--- src/hdl/twr_pkg.sv ---
// Shared types and constants for the timer and watchdog register block.
package twr_pkg;

    localparam int DATA_W = 32;
    localparam int KIND_W = 2;
    localparam int OFFS_W = 5;
    localparam int KEY_W  = 2;
    localparam int CTL_W  = 2;
    localparam int SYS_W  = 4;

    localparam logic [KIND_W-1:0] KIND_TICK  = 2'd0;
    localparam logic [KIND_W-1:0] KIND_READ  = 2'd1;
    localparam logic [KIND_W-1:0] KIND_WRITE = 2'd2;

    localparam logic [OFFS_W-1:0] OFFS_CONFIG  = 5'd4;
    localparam logic [OFFS_W-1:0] OFFS_RSTAT   = 5'd5;
    localparam logic [OFFS_W-1:0] OFFS_ISTAT   = 5'd6;
    localparam logic [OFFS_W-1:0] OFFS_IENABLE = 5'd7;
    localparam logic [OFFS_W-1:0] OFFS_CONTROL = 5'd9;
    localparam logic [OFFS_W-1:0] OFFS_COUNTER = 5'd10;
    localparam logic [OFFS_W-1:0] OFFS_LOAD    = 5'd11;
    localparam logic [OFFS_W-1:0] OFFS_PENDING = 5'd13;
    localparam logic [OFFS_W-1:0] OFFS_KEY     = 5'd18;

    localparam logic [DATA_W-1:0] KEY_OFF1 = 32'h0000_aaaa;
    localparam logic [DATA_W-1:0] KEY_OFF2 = 32'h0000_5555;
    localparam logic [DATA_W-1:0] KEY_ON1  = 32'h0000_bbbb;
    localparam logic [DATA_W-1:0] KEY_ON2  = 32'h0000_4444;

    localparam logic [KEY_W-1:0] KEY_NONE     = 2'd0;
    localparam logic [KEY_W-1:0] KEY_OFF_HALF = 2'd1;
    localparam logic [KEY_W-1:0] KEY_ON_HALF  = 2'd2;

    localparam int CFG_NOIDLE_BIT    = 3;
    localparam int CFG_SOFTRESET_BIT = 1;
    localparam int OVF_BIT           = 1;
    localparam int CTL_AR_BIT        = 1;
    localparam int CTL_ST_BIT        = 0;

    localparam logic [SYS_W-1:0]  CFG_STORE_MASK = 4'hd;
    localparam logic [DATA_W-1:0] STAT_RESETDONE = 32'd1;
    localparam logic [DATA_W-1:0] OVF_WORD       = 32'd2;
    localparam logic [DATA_W-1:0] ALL_ONES       = '1;

    typedef struct packed {
        logic [KIND_W-1:0] kind;
        logic [OFFS_W-1:0] word_offset;
        logic [DATA_W-1:0] write_data;
    } item_t;

    typedef struct packed {
        logic [DATA_W-1:0] read_data;
        logic              irq;
        logic              watchdog_reset;
    } result_t;

    typedef struct packed {
        logic valid;
        logic advance;
    } stage_ctl_t;

endpackage

--- src/hdl/timer_watchdog_registers.sv ---
// Top level of the timer and watchdog register block.
//
//  channel  | signals                                   | handshake
//  ---------+-------------------------------------------+-------------------------
//  input    | kind, word_offset, write_data             | in_valid / in_ready
//  result   | read_data, irq, watchdog_reset            | out_valid / out_ready
//  config   | cfg_write_data (watchdog mode)            | cfg_write_en, no wait
//
//  Input register, one pass of decode/increment, result register; one item per clock
//  unless a result stalls. A result leaves the result register when out_ready is high.
//  Reset clears all timer state, the watchdog mode and both pipeline valids.
//  A stalled result holds the input register; a new item enters as soon as it moves.
module timer_watchdog_registers import twr_pkg::*;
(
    input  logic              clk,
    input  logic              rst_n,
    input  logic              cfg_write_en,
    input  logic              cfg_write_data,
    input  logic              in_valid,
    output logic              in_ready,
    input  logic [KIND_W-1:0] kind,
    input  logic [OFFS_W-1:0] word_offset,
    input  logic [DATA_W-1:0] write_data,
    output logic              out_valid,
    input  logic              out_ready,
    output logic [DATA_W-1:0] read_data,
    output logic              irq,
    output logic              watchdog_reset
);

    logic       mode_reg;
    logic       out_valid_reg;
    result_t    out_reg;
    item_t      in_item;
    item_t      stage_item;
    logic       stage_valid;
    logic       advance;
    stage_ctl_t ctl;
    result_t    result;

    assign in_item = '{kind: kind, word_offset: word_offset, write_data: write_data};
    assign advance = stage_valid && (!out_valid_reg || out_ready);
    assign ctl     = '{valid: stage_valid, advance: advance};

    twr_in_stage u_in_stage
    (
        .clk         (clk),
        .rst_n       (rst_n),
        .in_valid    (in_valid),
        .in_ready    (in_ready),
        .in_item     (in_item),
        .advance     (advance),
        .stage_valid (stage_valid),
        .stage_item  (stage_item)
    );

    twr_core u_core
    (
        .clk           (clk),
        .rst_n         (rst_n),
        .watchdog_mode (mode_reg),
        .ctl           (ctl),
        .item          (stage_item),
        .result        (result)
    );

    always_ff @(posedge clk or negedge rst_n)
    begin
        if (!rst_n)
        begin
            mode_reg <= 1'b0;
        end
        else if (cfg_write_en)
        begin
            mode_reg <= cfg_write_data;
        end
    end

    always_ff @(posedge clk or negedge rst_n)
    begin
        if (!rst_n)
        begin
            out_valid_reg <= 1'b0;
        end
        else if (!out_valid_reg || out_ready)
        begin
            out_valid_reg <= stage_valid;
        end
    end

    always_ff @(posedge clk)
    begin
        if (advance)
        begin
            out_reg <= result;
        end
    end

    assign out_valid      = out_valid_reg;
    assign read_data      = out_reg.read_data;
    assign irq            = out_reg.irq;
    assign watchdog_reset = out_reg.watchdog_reset;

endmodule

--- src/hdl/twr_in_stage.sv ---
// Input register stage holding one accepted item.
module twr_in_stage import twr_pkg::*;
(
    input  logic       clk,
    input  logic       rst_n,
    input  logic       in_valid,
    output logic       in_ready,
    input  item_t      in_item,
    input  logic       advance,
    output logic       stage_valid,
    output item_t      stage_item
);

    logic  valid_reg;
    logic  valid_next;
    item_t item_reg;

    assign in_ready   = !valid_reg || advance;
    assign valid_next = in_valid || (valid_reg && !advance);

    always_ff @(posedge clk or negedge rst_n)
    begin
        if (!rst_n)
        begin
            valid_reg <= 1'b0;
        end
        else if (in_ready)
        begin
            valid_reg <= valid_next;
        end
    end

    always_ff @(posedge clk)
    begin
        if (in_valid && in_ready)
        begin
            item_reg <= in_item;
        end
    end

    assign stage_valid = valid_reg;
    assign stage_item  = item_reg;

endmodule

--- src/hdl/twr_core.sv ---
// Timer and watchdog state with its register decode and tick update.
module twr_core import twr_pkg::*;
(
    input  logic       clk,
    input  logic       rst_n,
    input  logic       watchdog_mode,
    input  stage_ctl_t ctl,
    input  item_t      item,
    output result_t    result
);

    logic [DATA_W-1:0] count_reg,   count_next;
    logic [DATA_W-1:0] reload_reg,  reload_next;
    logic [CTL_W-1:0]  control_reg, control_next;
    logic              ovf_reg,     ovf_next;
    logic              ovf_en_reg,  ovf_en_next;
    logic [SYS_W-1:0]  sys_reg,     sys_next;
    logic [KEY_W-1:0]  key_reg,     key_next;
    logic              dog_reg,     dog_next;

    logic [DATA_W-1:0] rd;
    logic              wdr;
    logic              running;

    always_comb
    begin
        count_next   = count_reg;
        reload_next  = reload_reg;
        control_next = control_reg;
        ovf_next     = ovf_reg;
        ovf_en_next  = ovf_en_reg;
        sys_next     = sys_reg;
        key_next     = key_reg;
        dog_next     = dog_reg;
        rd           = '0;
        wdr          = 1'b0;
        running      = watchdog_mode ? dog_reg : control_reg[CTL_ST_BIT];

        case (item.kind)
            KIND_TICK:
            begin
                if (running)
                begin
                    if (count_reg == ALL_ONES)
                    begin
                        count_next = reload_reg;
                        ovf_next   = 1'b1;
                        if (watchdog_mode)
                        begin
                            wdr = 1'b1;
                        end
                        else if (!control_reg[CTL_AR_BIT])
                        begin
                            control_next[CTL_ST_BIT] = 1'b0;
                        end
                    end
                    else
                    begin
                        count_next = count_reg + 1'b1;
                    end
                end
            end
            KIND_READ:
            begin
                case (item.word_offset)
                    OFFS_CONFIG:  rd = {{(DATA_W-SYS_W){1'b0}}, sys_reg & CFG_STORE_MASK};
                    OFFS_RSTAT:   rd = STAT_RESETDONE;
                    OFFS_ISTAT:   rd = ovf_reg ? OVF_WORD : '0;
                    OFFS_IENABLE: rd = ovf_en_reg ? OVF_WORD : '0;
                    OFFS_CONTROL: rd = {{(DATA_W-CTL_W){1'b0}}, control_reg};
                    OFFS_COUNTER: rd = count_reg;
                    OFFS_LOAD:    rd = reload_reg;
                    default:      rd = '0;
                endcase
            end
            KIND_WRITE:
            begin
                case (item.word_offset)
                    OFFS_CONFIG:
                    begin
                        if (item.write_data[CFG_SOFTRESET_BIT])
                        begin
                            count_next   = '0;
                            reload_next  = '0;
                            control_next = '0;
                            ovf_next     = 1'b0;
                            ovf_en_next  = 1'b0;
                            key_next     = KEY_NONE;
                            dog_next     = 1'b0;
                        end
                        sys_next = item.write_data[SYS_W-1:0] & CFG_STORE_MASK;
                    end
                    OFFS_ISTAT:
                    begin
                        if (item.write_data[OVF_BIT])
                        begin
                            ovf_next = 1'b0;
                        end
                    end
                    OFFS_IENABLE: ovf_en_next  = item.write_data[OVF_BIT];
                    OFFS_CONTROL: control_next = item.write_data[CTL_W-1:0];
                    OFFS_COUNTER: count_next   = item.write_data;
                    OFFS_LOAD:    reload_next  = item.write_data;
                    OFFS_KEY:
                    begin
                        if (watchdog_mode)
                        begin
                            if (item.write_data == KEY_ON1)
                            begin
                                key_next = KEY_ON_HALF;
                            end
                            else if (item.write_data == KEY_OFF1)
                            begin
                                key_next = KEY_OFF_HALF;
                            end
                            else if (item.write_data == KEY_ON2 && key_reg == KEY_ON_HALF)
                            begin
                                dog_next = 1'b1;
                                key_next = KEY_NONE;
                            end
                            else if (item.write_data == KEY_OFF2 && key_reg == KEY_OFF_HALF)
                            begin
                                dog_next = 1'b0;
                                key_next = KEY_NONE;
                            end
                            else
                            begin
                                key_next = KEY_NONE;
                            end
                        end
                    end
                    default:
                    begin
                    end
                endcase
            end
            default:
            begin
            end
        endcase
    end

    always_ff @(posedge clk or negedge rst_n)
    begin
        if (!rst_n)
        begin
            count_reg   <= '0;
            reload_reg  <= '0;
            control_reg <= '0;
            ovf_reg     <= 1'b0;
            ovf_en_reg  <= 1'b0;
            sys_reg     <= '0;
            key_reg     <= KEY_NONE;
            dog_reg     <= 1'b0;
        end
        else if (ctl.valid && ctl.advance)
        begin
            count_reg   <= count_next;
            reload_reg  <= reload_next;
            control_reg <= control_next;
            ovf_reg     <= ovf_next;
            ovf_en_reg  <= ovf_en_next;
            sys_reg     <= sys_next;
            key_reg     <= key_next;
            dog_reg     <= dog_next;
        end
    end

    assign result.read_data      = rd;
    assign result.irq            = ovf_next && ovf_en_next;
    assign result.watchdog_reset = wdr;

endmodule

--- config.mk ---
export PLATFORM = sky130hd
export DESIGN_NAME = timer_watchdog_registers
export DESIGN_NICKNAME = d
export VERILOG_FILES = /design/src/hdl/twr_pkg.sv /design/src/hdl/timer_watchdog_registers.sv /design/src/hdl/twr_in_stage.sv /design/src/hdl/twr_core.sv
export SDC_FILE = /design/constraint.sdc
export NUM_CORES = 1
export LEC_CHECK = 0
export CORE_ASPECT_RATIO = 1.25
export CORE_MARGIN = 2
export CORE_UTILIZATION = 36
export CTS_CLUSTER_SIZE = 8
export DETAILED_ROUTE_END_ITERATION = 7
export DONT_BUFFER_PORTS = 1
export GPL_TIMING_DRIVEN = 0
export PLACE_DENSITY = 0.61
export SLEW_MARGIN = 20
export SYNTH_ARGS = -nofsm -noshare
export SYNTH_HDL_FRONTEND = slang
export SYNTH_HIERARCHICAL = 1
export SYNTH_SLANG_ARGS = --single-unit
--- constraint.sdc ---
create_clock -name clk -period 4.1 [get_ports clk]
set_clock_uncertainty 0.2 [all_clocks]
set_input_delay 0.82 -clock clk [delete_from_list [all_inputs] [get_ports clk]]
set_output_delay 0.82 -clock clk [all_outputs]
set_load 0.02 [all_outputs]
==> qor.txt <==
worst-path fanout max -> 27
clk sinks -> 150
Area contributors post-synth -> edfxtp_1 (29%), dfrtp_1 (25%), a22o_1 (3.7%)
CTS tree -> done
Via density -> 6.06
NumNets Final -> 764
asr flop ratio synth -> 51.3%
final RePlAce weighted congestion -> 0.963
placed cells -> 972
Seq cells post-synth -> 150
Non-Filler Instances -> 1,005
Setup CP Type -> reg2reg
syn_area_per_cell -> 10.9 um2
max reg flops -> 39
final antenna-violating net count -> 0
initial antenna violation count -> 0
Avg WL per Cell -> 23.4 um
Sw Pwr -> 1.19 mW
outcome -> finished clean
Sw Ratio -> 27.1%
total routed wirelength -> 23.5 mm
class of the worst hold path -> in2async
logic gate share of total power -> 13.8%
Longest Clk Path Bufs -> 2
Rows -> 59
max-cap violation count -> 0
synthesis-to-finish area growth -> 13.9%
Die Width -> 134 um
max frequency -> 0.284 GHz
DRC errors left -> 0
layout cells sized above 1 -> 12.4%
synth unique cells -> 79
die area -> 0.0223 mm2
clk slew on worst S/H paths -> 0.06 ns
GRT Overall Usage -> 21.4%
Starting Density -> 36.5%
largest family of logic cells by synthesized area -> simple AND/OR/NAND/NOR gates
Pwr Total -> 4.37 mW
Lkg Pwr -> 3.12 nW
clock power share -> 40.4%
power per cell area -> 505 mW/mm2
worst-path cell chain -> nand2b_1, and2_2, buf_12, and3b_1, nand3b_1, o21ai_1, buf_2, buf_2, o21ai_1, o2bb2ai_1
Detailed Place HPWL -> 16.5 mm
Setup Viol. Count Final -> 0
Worst-Margin Slew -> 0.980 ns
critical path's largest stage delay -> 0.46 ns
Setup crit end kind -> flop
Post-synth EDFFs -> 73
Max VDD drop -> 0.298 mV
number of port buffers -> 0
core area -> 0.0208 mm2
H-Tree Depth -> 4
number of diodes -> 0
startpoint types -> flop
xor and xnor area share after synthesis -> 1.61%
synth warn -> 6
sequential area share after synthesis -> 54.1%
internal power -> 3.19 mW
IO Pins -> 81
post-synthesis mux area share -> 1.63%
pin count of the biggest net entering global routing -> 78
cell taking the most area after synthesis -> edfxtp_1
vias in the first global route -> 6,034
Synth Area in Simple Gates -> 19.9%
Reg power frac -> 45.8%
DR pass1 iterations -> 7
RSZ-0062 raised after global routing -> false
Mapped Nets -> 743
mapped cell area -> 0.00761 mm2
Synth Instances -> 697
CTS Buf Count -> 17
grt ovf -> 0
total number of vias -> 6,089
crit share post-route -> 85.8%
Compound-Gate Fraction of Synth Area -> 18.6%
endpoints failing hold -> 0
Final Critical Period -> 3.52 ns
post-synthesis adder-cell area fraction -> 0.164%
latest clock arrival within the worst-skew pair -> 0.44 ns
Die Span Y -> 167 um
slew margin rel. -> 34.1%
Primary FF master, synth -> dfrtp_1
Setup Buffers After CTS -> 0
Fillers -> 2,034
fin. max-slew vios -> 0
critical path's top delay family -> simple AND/OR/NAND/NOR gates
Slowest-stage cell, CP -> dfrtp_1
Clock Tree Root -> clkbuf_16
Starting DRT DRC Count -> 665
CP bufs+invs -> 3
CP Data Required Time -> 4.17 ns
global-route wire length before repair -> 36.1 mm
CP arrival -> 3.59 ns
post-synth top area share -> 28.8%
==> power groups by stage <==
stage	Sequential, mW	Clock [mW]	Combinational (mW)
floorplan	1.96	0	0.465
global placement	2.03	0	0.563
detailed placement	2.02	0	0.577
CTS	2.00	1.80	0.602
global route	2.03	1.85	0.669
finish	2.00	1.77	0.606
==> timing repair <==
item / in CTS / in global routing
resized for setup: 0 / 0
endpoints found under the hold margin: 77 / 0
hold buffers: 1 / 0
==> cell usage after synthesis, drive strengths merged (10+ instances only) <==
| library cell | count |
|---|---|
| nand4 | 24 |
| edfxtp | 73 |
| nand2b | 11 |
| nand2 | 40 |
| nor4 | 18 |
| clkbuf | 22 |
| and2 | 10 |
| a22o | 32 |
| buf | 33 |
| o21ai | 24 |
| nand3 | 30 |
| a31oi | 22 |
| nor3 | 20 |
| xnor2 | 11 |
| a22oi | 31 |
| dfrtp | 77 |
| a21oi | 35 |
| nor2 | 61 |
==> metrics by stage <==
stage | instance area, um2 | hold WS (ns) | TNS, ns | setup WS (ns) | util (%)
2_1_floorplan | 7610 | 0.263 | 0 | 0.604 | -
3_3_place_gp | 7950 | 0.287 | -24.19 | -0.759 | 38.2
3_5_place_dp | 7970 | 0.299 | 0 | 0.211 | 38.3
5_1_grt | 8670 | 0.115 | 0 | 0.476 | 41.6
4_1_cts | 8670 | 0.104 | 0 | 0.551 | 41.6
6_report | 8670 | 0.0783 | 0 | 0.584 | 41.6
==> area by class of cell <==
cell class,instances,area [um2],area share [%]
inverter,7,26.3,0.303
tap,274,343,3.95
clock buffer,24,502,5.79
multi-input combinational,485,3190,36.8
sequential,150,4120,47.5
clock inverter,8,168,1.93
timing repair buffer,2,47.5,0.548
buffer,55,270,3.12
==> final timing paths <==
path / from / end / slack [ns] / cells after the start
max: out_valid / u_core/count_reg[22] / 0.58 / 10
min: rst_n / u_in_stage/stage_valid / 0.08 / 1
max reg2reg: out_valid / u_core/count_reg[22] / 0.58 / 10
min reg2reg: u_core/key_reg[0] / u_core/key_reg[0] / 0.30 / 2
max in group asynchronous: rst_n / u_core/reload_reg[13] / 3.27 / 1
min in group clk: write_data[29] / u_in_stage/stage_item[29] / 0.28 / 0
==> layout by cell type (no fill, tap or decap), drive strengths merged, types with 4 or more instances in the layout <==
master,Yosys,layout
nor4b,5,5
o41ai,5,5
nand4,24,24
nand3,30,30
and2,10,10
a31oi,22,22
clkbuf,22,46
nand2,40,40
nor2,61,61
a21oi,35,35
a211oi,7,7
dfrtp,77,77
nand2b,11,11
buf,33,35
and4,7,7
nor3,20,20
or3,4,4
xnor2,11,11
edfxtp,73,73
o22a,6,6
nor4,18,18
bufinv,0,5
and3,6,6
a21o,6,6
a22oi,31,31
nor3b,5,5
mux2,8,8
o211ai,4,4
a32oi,4,4
nand4b,4,4
inv,7,7
a22o,32,32
o21ai,24,24
==> cells by family (layout without fill, tap and decap cells) <==
| kind of cell | count (synthesis) | count (layout) |
|---|---|---|
| simple gates | 259 | 259 |
| compound gates | 200 | 200 |
| flops | 150 | 150 |
| buf+inv | 62 | 96 |
| xor+xnor | 14 | 14 |
| mux | 11 | 11 |
| fa+ha+maj | 1 | 1 |
==> metal layers <==
metal  track usage [%]  wire [um]
met1              26.3       9280
met2              34.5      11300
met3              5.24       1740
met4              11.9       1200
met5                 0          0
(Power assumes the default switching activity.)
